`config.mk`:
```
export PLATFORM = sky130hd
export DESIGN_NAME = vhtl_ctrl
export DESIGN_NICKNAME = d
export VERILOG_FILES = /design/src/design/vhtl_pkg.sv /design/src/design/vhtl_ctrl.sv
export SDC_FILE = /design/constraint.sdc
export NUM_CORES = 1
export LEC_CHECK = 0
export ABC_CLOCK_PERIOD_IN_PS = 2530
export BUFFER_PORTS_ARGS = -buffer_cell sky130_fd_sc_hd__buf_2
export CAP_MARGIN = 20
export CORE_MARGIN = 2
export CORE_UTILIZATION = 35
export CTS_BUF_LIST = sky130_fd_sc_hd__clkbuf_8 sky130_fd_sc_hd__clkbuf_16
export CTS_CLUSTER_DIAMETER = 200
export DETAILED_ROUTE_END_ITERATION = 16
export GPL_TIMING_DRIVEN = 0
export PLACE_DENSITY = 0.65
export SLEW_MARGIN = 20
export SYNTH_ARGS = -nofsm -noshare
export SYNTH_HDL_FRONTEND = slang
export SYNTH_SLANG_ARGS = --single-unit
```
`constraint.sdc`:
```
create_clock -name clk -period 2.53 [get_ports clk]
set_clock_uncertainty 0.2 [all_clocks]
set_input_delay 0.6325 -clock clk [delete_from_list [all_inputs] [get_ports clk]]
set_output_delay 0.6325 -clock clk [all_outputs]
set_load 0.005 [all_outputs]
```
`src/design/vhtl_pkg.sv`:
```
package vhtl_pkg;

  localparam int TABLE_DEPTH = 4096;
  localparam int ADDR_W = $clog2(TABLE_DEPTH);
  localparam int FRAC_BITS = 16;
  localparam int OFF_W = 18;
  localparam int CELL_W = 20;
  localparam int KEY_W = 3 * CELL_W;
  localparam int SIZE_W = 13;
  localparam int CFG_W = 20;
  localparam int PROD_W = (OFF_W - 1) + CELL_W;

  localparam logic [63:0] MIX_C1 = 64'h7fb5d329728ea185;
  localparam logic [63:0] MIX_C2 = 64'h81dadef4bc2dd44d;

  localparam logic [1:0] REG_VOXELS_X = 2'd0;
  localparam logic [1:0] REG_VOXELS_Y = 2'd1;
  localparam logic [1:0] REG_VOXELS_Z = 2'd2;
  localparam logic [1:0] REG_TABLE_SIZE = 2'd3;

  localparam logic [1:0] ST_FOUND = 2'd0;
  localparam logic [1:0] ST_CLAIMED = 2'd1;
  localparam logic [1:0] ST_FULL = 2'd2;

  localparam logic [1:0] XS_31 = 2'd0;
  localparam logic [1:0] XS_27 = 2'd1;
  localparam logic [1:0] XS_33 = 2'd2;

  typedef enum logic [4:0] {
    S_CLEAR,
    S_IDLE,
    S_CELL_MUL,
    S_CELL_CLAMP,
    S_XS1,
    S_M1A,
    S_M1B,
    S_M1C,
    S_M1D,
    S_XS2,
    S_M2A,
    S_M2B,
    S_M2C,
    S_M2D,
    S_XS3,
    S_DIV_INIT,
    S_DIV,
    S_PROBE_RD,
    S_PROBE_CHK,
    S_DONE
  } state_t;

  typedef struct packed {
    logic       clear_wr;
    logic       load_in;
    logic       cell_mul;
    logic       cell_clamp;
    logic       xs_en;
    logic [1:0] xs_sel;
    logic       mul_en;
    logic       mul_hi_a;
    logic       mul_hi_b;
    logic       mul_c2;
    logic       acc_load;
    logic       acc_add;
    logic       h_from_acc;
    logic       div_init;
    logic       div_step;
    logic       probe_init;
    logic       mem_rd;
    logic       probe_finish;
    logic       probe_next;
    logic       out_load;
  } dp_cmd_t;

  typedef struct packed {
    logic clear_last;
    logic div_last;
    logic hit;
    logic empty;
    logic full;
    logic out_busy;
  } dp_stat_t;

endpackage

```
`src/design/vhtl_ctrl.sv`:
```
module vhtl_ctrl (
  input  logic              clk,
  input  logic              rst,
  input  logic              in_valid,
  output logic              in_ready,
  input  vhtl_pkg::dp_stat_t stat,
  output vhtl_pkg::dp_cmd_t  cmd
);

  vhtl_pkg::state_t state, state_next;

  always_ff @(posedge clk) begin
    if (rst) begin
      state <= vhtl_pkg::S_CLEAR;
    end else begin
      state <= state_next;
    end
  end

  always_comb begin
    state_next = state;
    case (state)
      vhtl_pkg::S_CLEAR: if (stat.clear_last) state_next = vhtl_pkg::S_IDLE;
      vhtl_pkg::S_IDLE: if (in_valid) state_next = vhtl_pkg::S_CELL_MUL;
      vhtl_pkg::S_CELL_MUL: state_next = vhtl_pkg::S_CELL_CLAMP;
      vhtl_pkg::S_CELL_CLAMP: state_next = vhtl_pkg::S_XS1;
      vhtl_pkg::S_XS1: state_next = vhtl_pkg::S_M1A;
      vhtl_pkg::S_M1A: state_next = vhtl_pkg::S_M1B;
      vhtl_pkg::S_M1B: state_next = vhtl_pkg::S_M1C;
      vhtl_pkg::S_M1C: state_next = vhtl_pkg::S_M1D;
      vhtl_pkg::S_M1D: state_next = vhtl_pkg::S_XS2;
      vhtl_pkg::S_XS2: state_next = vhtl_pkg::S_M2A;
      vhtl_pkg::S_M2A: state_next = vhtl_pkg::S_M2B;
      vhtl_pkg::S_M2B: state_next = vhtl_pkg::S_M2C;
      vhtl_pkg::S_M2C: state_next = vhtl_pkg::S_M2D;
      vhtl_pkg::S_M2D: state_next = vhtl_pkg::S_XS3;
      vhtl_pkg::S_XS3: state_next = vhtl_pkg::S_DIV_INIT;
      vhtl_pkg::S_DIV_INIT: state_next = vhtl_pkg::S_DIV;
      vhtl_pkg::S_DIV: if (stat.div_last) state_next = vhtl_pkg::S_PROBE_RD;
      vhtl_pkg::S_PROBE_RD: state_next = vhtl_pkg::S_PROBE_CHK;
      vhtl_pkg::S_PROBE_CHK: begin
        if (stat.hit || stat.empty || stat.full) begin
          state_next = vhtl_pkg::S_DONE;
        end else begin
          state_next = vhtl_pkg::S_PROBE_RD;
        end
      end
      vhtl_pkg::S_DONE: if (!stat.out_busy) state_next = vhtl_pkg::S_IDLE;
      default: state_next = vhtl_pkg::S_CLEAR;
    endcase
  end

  always_comb begin
    cmd = '0;
    in_ready = 1'b0;
    case (state)
      vhtl_pkg::S_CLEAR: cmd.clear_wr = 1'b1;
      vhtl_pkg::S_IDLE: begin
        in_ready = 1'b1;
        cmd.load_in = in_valid;
      end
      vhtl_pkg::S_CELL_MUL: cmd.cell_mul = 1'b1;
      vhtl_pkg::S_CELL_CLAMP: cmd.cell_clamp = 1'b1;
      vhtl_pkg::S_XS1: begin
        cmd.xs_en = 1'b1;
        cmd.xs_sel = vhtl_pkg::XS_31;
      end
      vhtl_pkg::S_M1A: cmd.mul_en = 1'b1;
      vhtl_pkg::S_M1B: begin
        cmd.mul_en = 1'b1;
        cmd.mul_hi_a = 1'b1;
        cmd.acc_load = 1'b1;
      end
      vhtl_pkg::S_M1C: begin
        cmd.mul_en = 1'b1;
        cmd.mul_hi_b = 1'b1;
        cmd.acc_add = 1'b1;
      end
      vhtl_pkg::S_M1D: cmd.h_from_acc = 1'b1;
      vhtl_pkg::S_XS2: begin
        cmd.xs_en = 1'b1;
        cmd.xs_sel = vhtl_pkg::XS_27;
      end
      vhtl_pkg::S_M2A: begin
        cmd.mul_en = 1'b1;
        cmd.mul_c2 = 1'b1;
      end
      vhtl_pkg::S_M2B: begin
        cmd.mul_en = 1'b1;
        cmd.mul_c2 = 1'b1;
        cmd.mul_hi_a = 1'b1;
        cmd.acc_load = 1'b1;
      end
      vhtl_pkg::S_M2C: begin
        cmd.mul_en = 1'b1;
        cmd.mul_c2 = 1'b1;
        cmd.mul_hi_b = 1'b1;
        cmd.acc_add = 1'b1;
      end
      vhtl_pkg::S_M2D: cmd.h_from_acc = 1'b1;
      vhtl_pkg::S_XS3: begin
        cmd.xs_en = 1'b1;
        cmd.xs_sel = vhtl_pkg::XS_33;
      end
      vhtl_pkg::S_DIV_INIT: cmd.div_init = 1'b1;
      vhtl_pkg::S_DIV: begin
        cmd.div_step = 1'b1;
        cmd.probe_init = stat.div_last;
      end
      vhtl_pkg::S_PROBE_RD: cmd.mem_rd = 1'b1;
      vhtl_pkg::S_PROBE_CHK: begin
        if (stat.hit || stat.empty || stat.full) begin
          cmd.probe_finish = 1'b1;
        end else begin
          cmd.probe_next = 1'b1;
        end
      end
      vhtl_pkg::S_DONE: cmd.out_load = !stat.out_busy;
      default: cmd = '0;
    endcase
  end

endmodule

```
==> metrics.md, run 1 <==
| Metric | Value |
|---|---|
| Status | completed |
| Max FFs per register | 5 |
| Mean Syn Cell Area | between 6 and 7 um2 |
| Largest Register | state |
| Placed Instances | 129 |
| Final min period | around 2500 ps |
| Relative slew margins | 76.20% |
| Syn Inst Count | 83 |
| Die width | 44.60 um |
| CTS Buffer Depth | 2 |
| Placed cell area | about 750 um2 |
| Fin util | between 50% and 60% |
| Register area | approximately 100 um2 |
| Number of global-route vias before repair | roughly 620 |
| Post-synth ARST share | 0% |
| Core Footprint | 1524 um2 |
| Max-cap violations | 0 |
| Clk Latency, worst-skew pair | between 200 and 250 ps |
| Synth Warn # | 0 |
| Worst IR Drop VDD | about 0.00047 V |
| FP Rows | 14 |
| DR vias/cell | between 5 and 6 |
| CTS buffer count | 3 |
| First-pass GRT wire length | between 2000 and 3000 um |
| Cell Area, Synth | between 500 and 600 um2 |
| Worst setup SP type | flop |
| CTS H-tree depth | 1 |
| Hold Path Class | input port to flop |
| Congestion Overflow GR | 0 |
| Peak Freq | about 400 MHz |
| Clock transition at the registers of the reported paths | roughly 40 ps |
| Routed len/inst | about 12 um |
| Port buffer count | 30 |
| Seq/Total Area, Yosys | approximately 17% |
| Syn-to-layout area delta | 44.90% |
| Area of the multi-input gates | 446.7 um2 |
| Crit path kind | flop to primary output |
| Number of antenna violations at the first check in global routing | 0 |
| Drt pass-1 iters | 4 |
| Mapped Nets | 92 |
| Fin worst setup slack | 68.42 ps |
| Tot GR Track Use | between 15 and 20% |
| CTS tree | done |
| Full die area | slightly below 2000 um2 |
| Endpoint type of the worst setup path | primary output |
| Largest net degree at the start of global routing | 11 |
| Final Setup Violations | 0 |
| Measured slew at the worst slew-check pin | approximately 360 ps |
| Final non-filler cell total | between 100 and 150 |
| CP max FO | 7 |
| Total power draw | between 0.3 and 0.4 mW |
| Ant diodes | 0 |
| Final period util | between 90% and 100% |
| Largest regs | state (5) |
| HPWL after detailed placement | 1170 um |
| Top FF cell, synth | dfxtp_1 |
| Share of cells above drive strength 1 | a little under half |
| RSZ-0062 raised after global routing | false |
| Synth cell types | 34 |
| Number of flops mapped to enable cells by yosys | 0 |
| Initial DRC Count | 11 |
| Final ANT Viol Nets | 0 |
| Worst slack, placed | around 110 ps |
| Post-route cell area | approximately 840 um2 |
| I/O pins | 31 |
| Fillcell total | about 170 |
| Crit path DAT | ~1600 ps |
| Vias | 736 |
| Final number of max-transition violations | 0 |
| Die height | approximately 45 um |
| Final hold vios | 0 |
| GP Congestion | slightly above 0.8 |
| Drt total wl | approximately 1700 um |
| Initial Util | about 38% |
| Pwr dens | roughly 440 nW/um2 |
| Critical Path RT | approximately 1700 ps |
| Clock sink total | 5 |
| Leak | 0.3968 nW |
| # DRC | 0 |
| Final nets | 127 |
| Post-synthesis register bit count | 5 |
| Clk root buf | clkbuf_8 |
==> where the power goes <==
part           internal, mW  switching [mW]  leakage [nW]
Combinational        0.0572          0.0689         0.328
Clock                 0.104          0.0426        0.0269
Sequential           0.0855         0.00579        0.0415
==> cells in the mapped netlist (all sizes together) (3+ instances only) <==
library cell / n / share of area, %
nor3b: 4 / 5.2
xor2: 3 / 4.6
nor2: 10 / 6.5
dfxtp: 5 / 17
nand3: 3 / 2.6
nand2b: 3 / 3.3
nand2: 3 / 2.0
o21ai: 3 / 2.6
nor2b: 4 / 4.3
nor3: 7 / 6.1
a21oi: 3 / 2.6
clkbuf: 9 / 6.1
==> final timing paths <==
path,to,slack [ps],cells past startpoint,start
hold reg to reg,state[2],490,3,state[1]
setup / recovery,cmd[1],70,5,state[1]
hold / removal,state[0],440,2,rst
setup reg to reg,state[4],700,4,state[1]
==> cell type report <==
class	instances	share of cell area, %
Tap cell	16	2.395
Timing Repair Buffer	30	17.96
Clock buffer	3	4.940
Clock inverter	1	0.4491
Inverter	1	0.4491
Sequential cell	5	12.43
Buffer	11	7.934
Multi-Input combinational cell	66	53.44
==> metrics by stage <==
step / hold WS, ps / TNS, ps
after floorplan: 423.8 / 0
after global placement: 487.6 / 0
after detailed placement: 499.3 / 0
after CTS: 427.6 / -10.63
after global routing: 456.1 / 0
final: 437.2 / 0
==> worst max-delay path: stages, from the launching register on <==
cell	delay [ps]
dfxtp_4	360
or3b_4	380
buf_6	140
or2_4	250
nor4_2	120
buf_2	150
==> placed cells by master, fill, tap and decap left out, types with 2 or more instances in the layout <==
cell / synthesis / final
inv_1: 1 / 2
xor2_1: 3 / 3
clkbuf_1: 8 / 2
nand2b_1: 3 / 3
nor2b_1: 4 / 3
buf_2: 0 / 31
dfxtp_1: 5 / 4
nor2_1: 10 / 10
nor3b_2: 0 / 2
clkbuf_8: 0 / 3
clkbuf_2: 1 / 4
nor3b_1: 4 / 2
o311ai_0: 2 / 2
o21ai_0: 3 / 3
nand2_1: 3 / 3
and2_1: 2 / 2
nand3_1: 3 / 3
buf_4: 2 / 2
a21oi_1: 3 / 3
nor3_1: 7 / 7
==> timing repair <==
item / in CTS / in global routing
endpoints found under the setup margin: 6 / 7
setup buffers: 0 / 0
pin swaps: 0 / 0
resized for setup: 8 / 13
hold buffers: 0 / 0
==> layer usage <==
layer  share of wire, %  wire length (um)  global-route usage, %  vias to the layer above
met4               0.79                13                  5.455                        0
li1                   -                 -                      -                      368
met5                  0                 0                      0                        -
met1                 45               746                  20.15                      339
met3                7.2               120                  4.898                        2
met2                 47               775                  29.57                       27
==> logic make-up after synthesis <==
group	share of synthesized area [%]
AND/OR/NAND/NOR	40.78
buffers and inverters	9.326
AO/OA/AOI/OAI	22.78
flip-flops	17.35
XOR/XNOR	6.075
multiplexers	3.688
Note: power is estimated with default switching activity, not from simulation.
==> inputs of run 2 (changes only) <==
Settings changed: CELL_PAD_IN_SITES_DETAIL_PLACEMENT from default to 1, CELL_PAD_IN_SITES_GLOBAL_PLACEMENT from default to 1, CORE_UTILIZATION 35 to 28, PLACE_DENSITY 0.65 to default, PLACE_DENSITY_LB_ADDON from default to 0.3.
==> metrics.md, run 2 (synthesized netlist as in run 1, its figures left out) <==
| Metric | Value |
|---|---|
| Leak | 0.4005 nW (+0.95%) |
| Psw | 0.1208 mW (+2.9%) |
| GP Congestion | 0.8030 (-0.25%) |
| Port buffer count | 30 (unchanged) |
| HPWL after detailed placement | 1441 um (+23%) |
| # DRC | 0 (unchanged) |
| Max-cap violations | 0 (unchanged) |
| Int Pwr | 0.2484 mW (+0.60%) |
| Initial DRC Count | 5 (-6) |
| Ant diodes | 0 (unchanged) |
| Syn-to-layout area delta | 49.02% |
| CTS buffer count | 3 (unchanged) |
| Crit path DAT | 1620 ps (about the same) |
| First-pass GRT wire length | 3029 um (+19%) |
| Max FFs per register | 5 (unchanged) |
| Full die area | 2439 um2 (+23%) |
| CTS H-tree depth | 1 (unchanged) |
| Sequential share of power | 24.7% (-0.4 points) |
| Worst slack, placed | 33.21 ps (-78.59 ps) |
| Final hold vios | 0 (unchanged) |
| Worst setup SP type | flop |
| Hold Slack | 459.0 ps (+21.77 ps) |
| Sw Ratio | 32.71% (+0.50 points) |
| Total power draw | 0.3692 mW (+1.4%) |
| Die height | 49.39 um (+11%) |
| Final nets | 127 (unchanged) |
| Register area | 105.1 um2 (+1.2%) |
| Number of global-route vias before repair | 667 (+7.8%) |
| I/O pins | 31 (unchanged) |
| Fin util | 43.81% (-11 points) |
| Hold Path Class | input port to flop |
| Drt total wl | 2021 um (+22%) |
| Routed len/inst | 14.03 um (+13%) |
| Endpoint type of the worst setup path | primary output |
| Crit path kind | flop to primary output |
| Share of cells above drive strength 1 | 47.01% (+0.85 points) |
| Fillcell total | 284 (+66%) |
| Most common cell after layout, fill and taps aside | buf_2 |
| Peak Freq | 407.9 MHz (+0.40%) |
| FP Rows | 16 (+2) |
| Fin worst setup slack | 78.33 ps (+9.913 ps) |
| Congestion Overflow GR | 0 (unchanged) |
| Vias | 727 (-1.2%) |
| Initial Util | 29.40% (-8.4 points) |
| Final ANT Viol Nets | 0 (unchanged) |
| Status | completed |
| CTS tree | done |
| Clock transition at the registers of the reported paths | 40 ps (about the same) |
| Clk Latency, worst-skew pair | 220 ps (about the same) |
| Worst path cell trace | or3b_4 > or2_4 > nor4_4 > buf_2 |
| Final number of max-transition violations | 0 (unchanged) |
| Worst IR Drop VDD | 0.0002231 V (-52%) |
| Relative slew margins | 72.38% (-3.8 points) |
| Die width | 49.39 um (+11%) |
| Clock sink total | 5 (unchanged) |
| Largest regs | state (5) |
| Clock network power share | 38.8% (-1.5 points) |
| RSZ-0062 raised after global routing | true |
| Critical Path RT | 1700 ps (about the same) |
| Final min period | 2452 ps (-9.912 ps) |
| Drt pass-1 iters | 3 (-1) |
| Area of the multi-input gates | 450.4 um2 (+0.84%) |
| CP max FO | 7 (unchanged) |
| Clk root buf | clkbuf_8 |
| Most frequent cells in the layout | buf_2 (31), nor2_1 (10), nor3_1 (7) |
| Largest Register | state |
| Tot GR Track Use | 15.81% (-1.3 points) |
| Gate power share | 36.5% (+1.9 points) |
| CTS Buffer Depth | 2 (unchanged) |
| Pwr dens | 429.5 nW/um2 (-1.5%) |
| Final period util | 96.90% (-0.39 points) |
| Final Setup Violations | 0 (unchanged) |
| Max stage delay on crit path | 420 ps (+40 ps) |
| Number of antenna violations at the first check in global routing | 0 (unchanged) |
| Largest net degree at the start of global routing | 11 (unchanged) |
| Core Footprint | 1962 um2 (+29%) |
| DR vias/cell | 5.049 (-8.8%) |
| Measured slew at the worst slew-check pin | 413.1 ps (+57.16 ps) |
| CP max stage cell | or3b_4 |
run 2: cell types whose count changed in the layout (fill, tap and decap cells not counted):
cell      change
buf_4         +3
buf_6         -1
clkbuf_1      -1
clkbuf_2      -2
clkbuf_4      +1
dfxtp_1       -1
dfxtp_2       +1
nor3b_1       +1
nor3b_2       -1
nor4_2        -1
nor4_4        +1
run 2: per-stage QoR:
step	cell area, um2	setup TNS [ps]	instances
after CTS	814.5	0	143
final	859.6	0	144
after detailed placement	760.7	0	140
after global placement	760.7	0	140
after floorplan	576.8	0	83
after global routing	859.6	-31.41	144
run 2: worst paths after layout:
path / start / to / slack (ps) / cells past startpoint
setup / recovery: state[1] / cmd[1] / 80 / 4
hold / removal: rst / state[3] / 460 / 2
hold reg to reg: state[1] / state[2] / 480 / 3
setup reg to reg: state[1] / state[4] / 630 / 4
run 2: worst max-delay path, delay by kind of cell (launching register included):
family,cells,cell delay [ps]
and+or+nand+nor,3,890
DFF,1,360
buffers and inverters,1,150
run 2: power groups by stage:
stage	sequential (mW)	combinational, mW	clock (mW)
finish	0.0911	0.135	0.143
global route	0.0916	0.148	0.155
CTS	0.0913	0.124	0.145
detailed placement	0.0916	0.119	0
global placement	0.0913	0.117	0
floorplan	0.0899	0.0788	0
run 2: layout make-up:
| class | count | area share (%) |
|---|---|---|
| Buffer | 9 | 6.550 |
| Clock buffer | 3 | 4.803 |
| Clock inverter | 1 | 0.4367 |
| Inverter | 1 | 0.4367 |
| Multi-Input combinational cell | 66 | 52.40 |
| Sequential cell | 5 | 12.23 |
| Tap cell | 27 | 3.930 |
| Timing Repair Buffer | 32 | 19.21 |
run 2: repair_timing:
item	CTS	global route
pin swaps	0	2
buffers inserted	0	2
endpoints found under the setup margin	8	6
hold buffers	0	0
resized for setup	8	15
run 2: layer usage:
layer / GRT usage, % / up-vias / part of all wire [%]
met5: 0 / - / 0
met4: 5.556 / 0 / 1.0
met3: 0.9202 / 2 / 3.4
met2: 28.83 / 19 / 49
met1: 19.41 / 341 / 46
li1: - / 365 / -
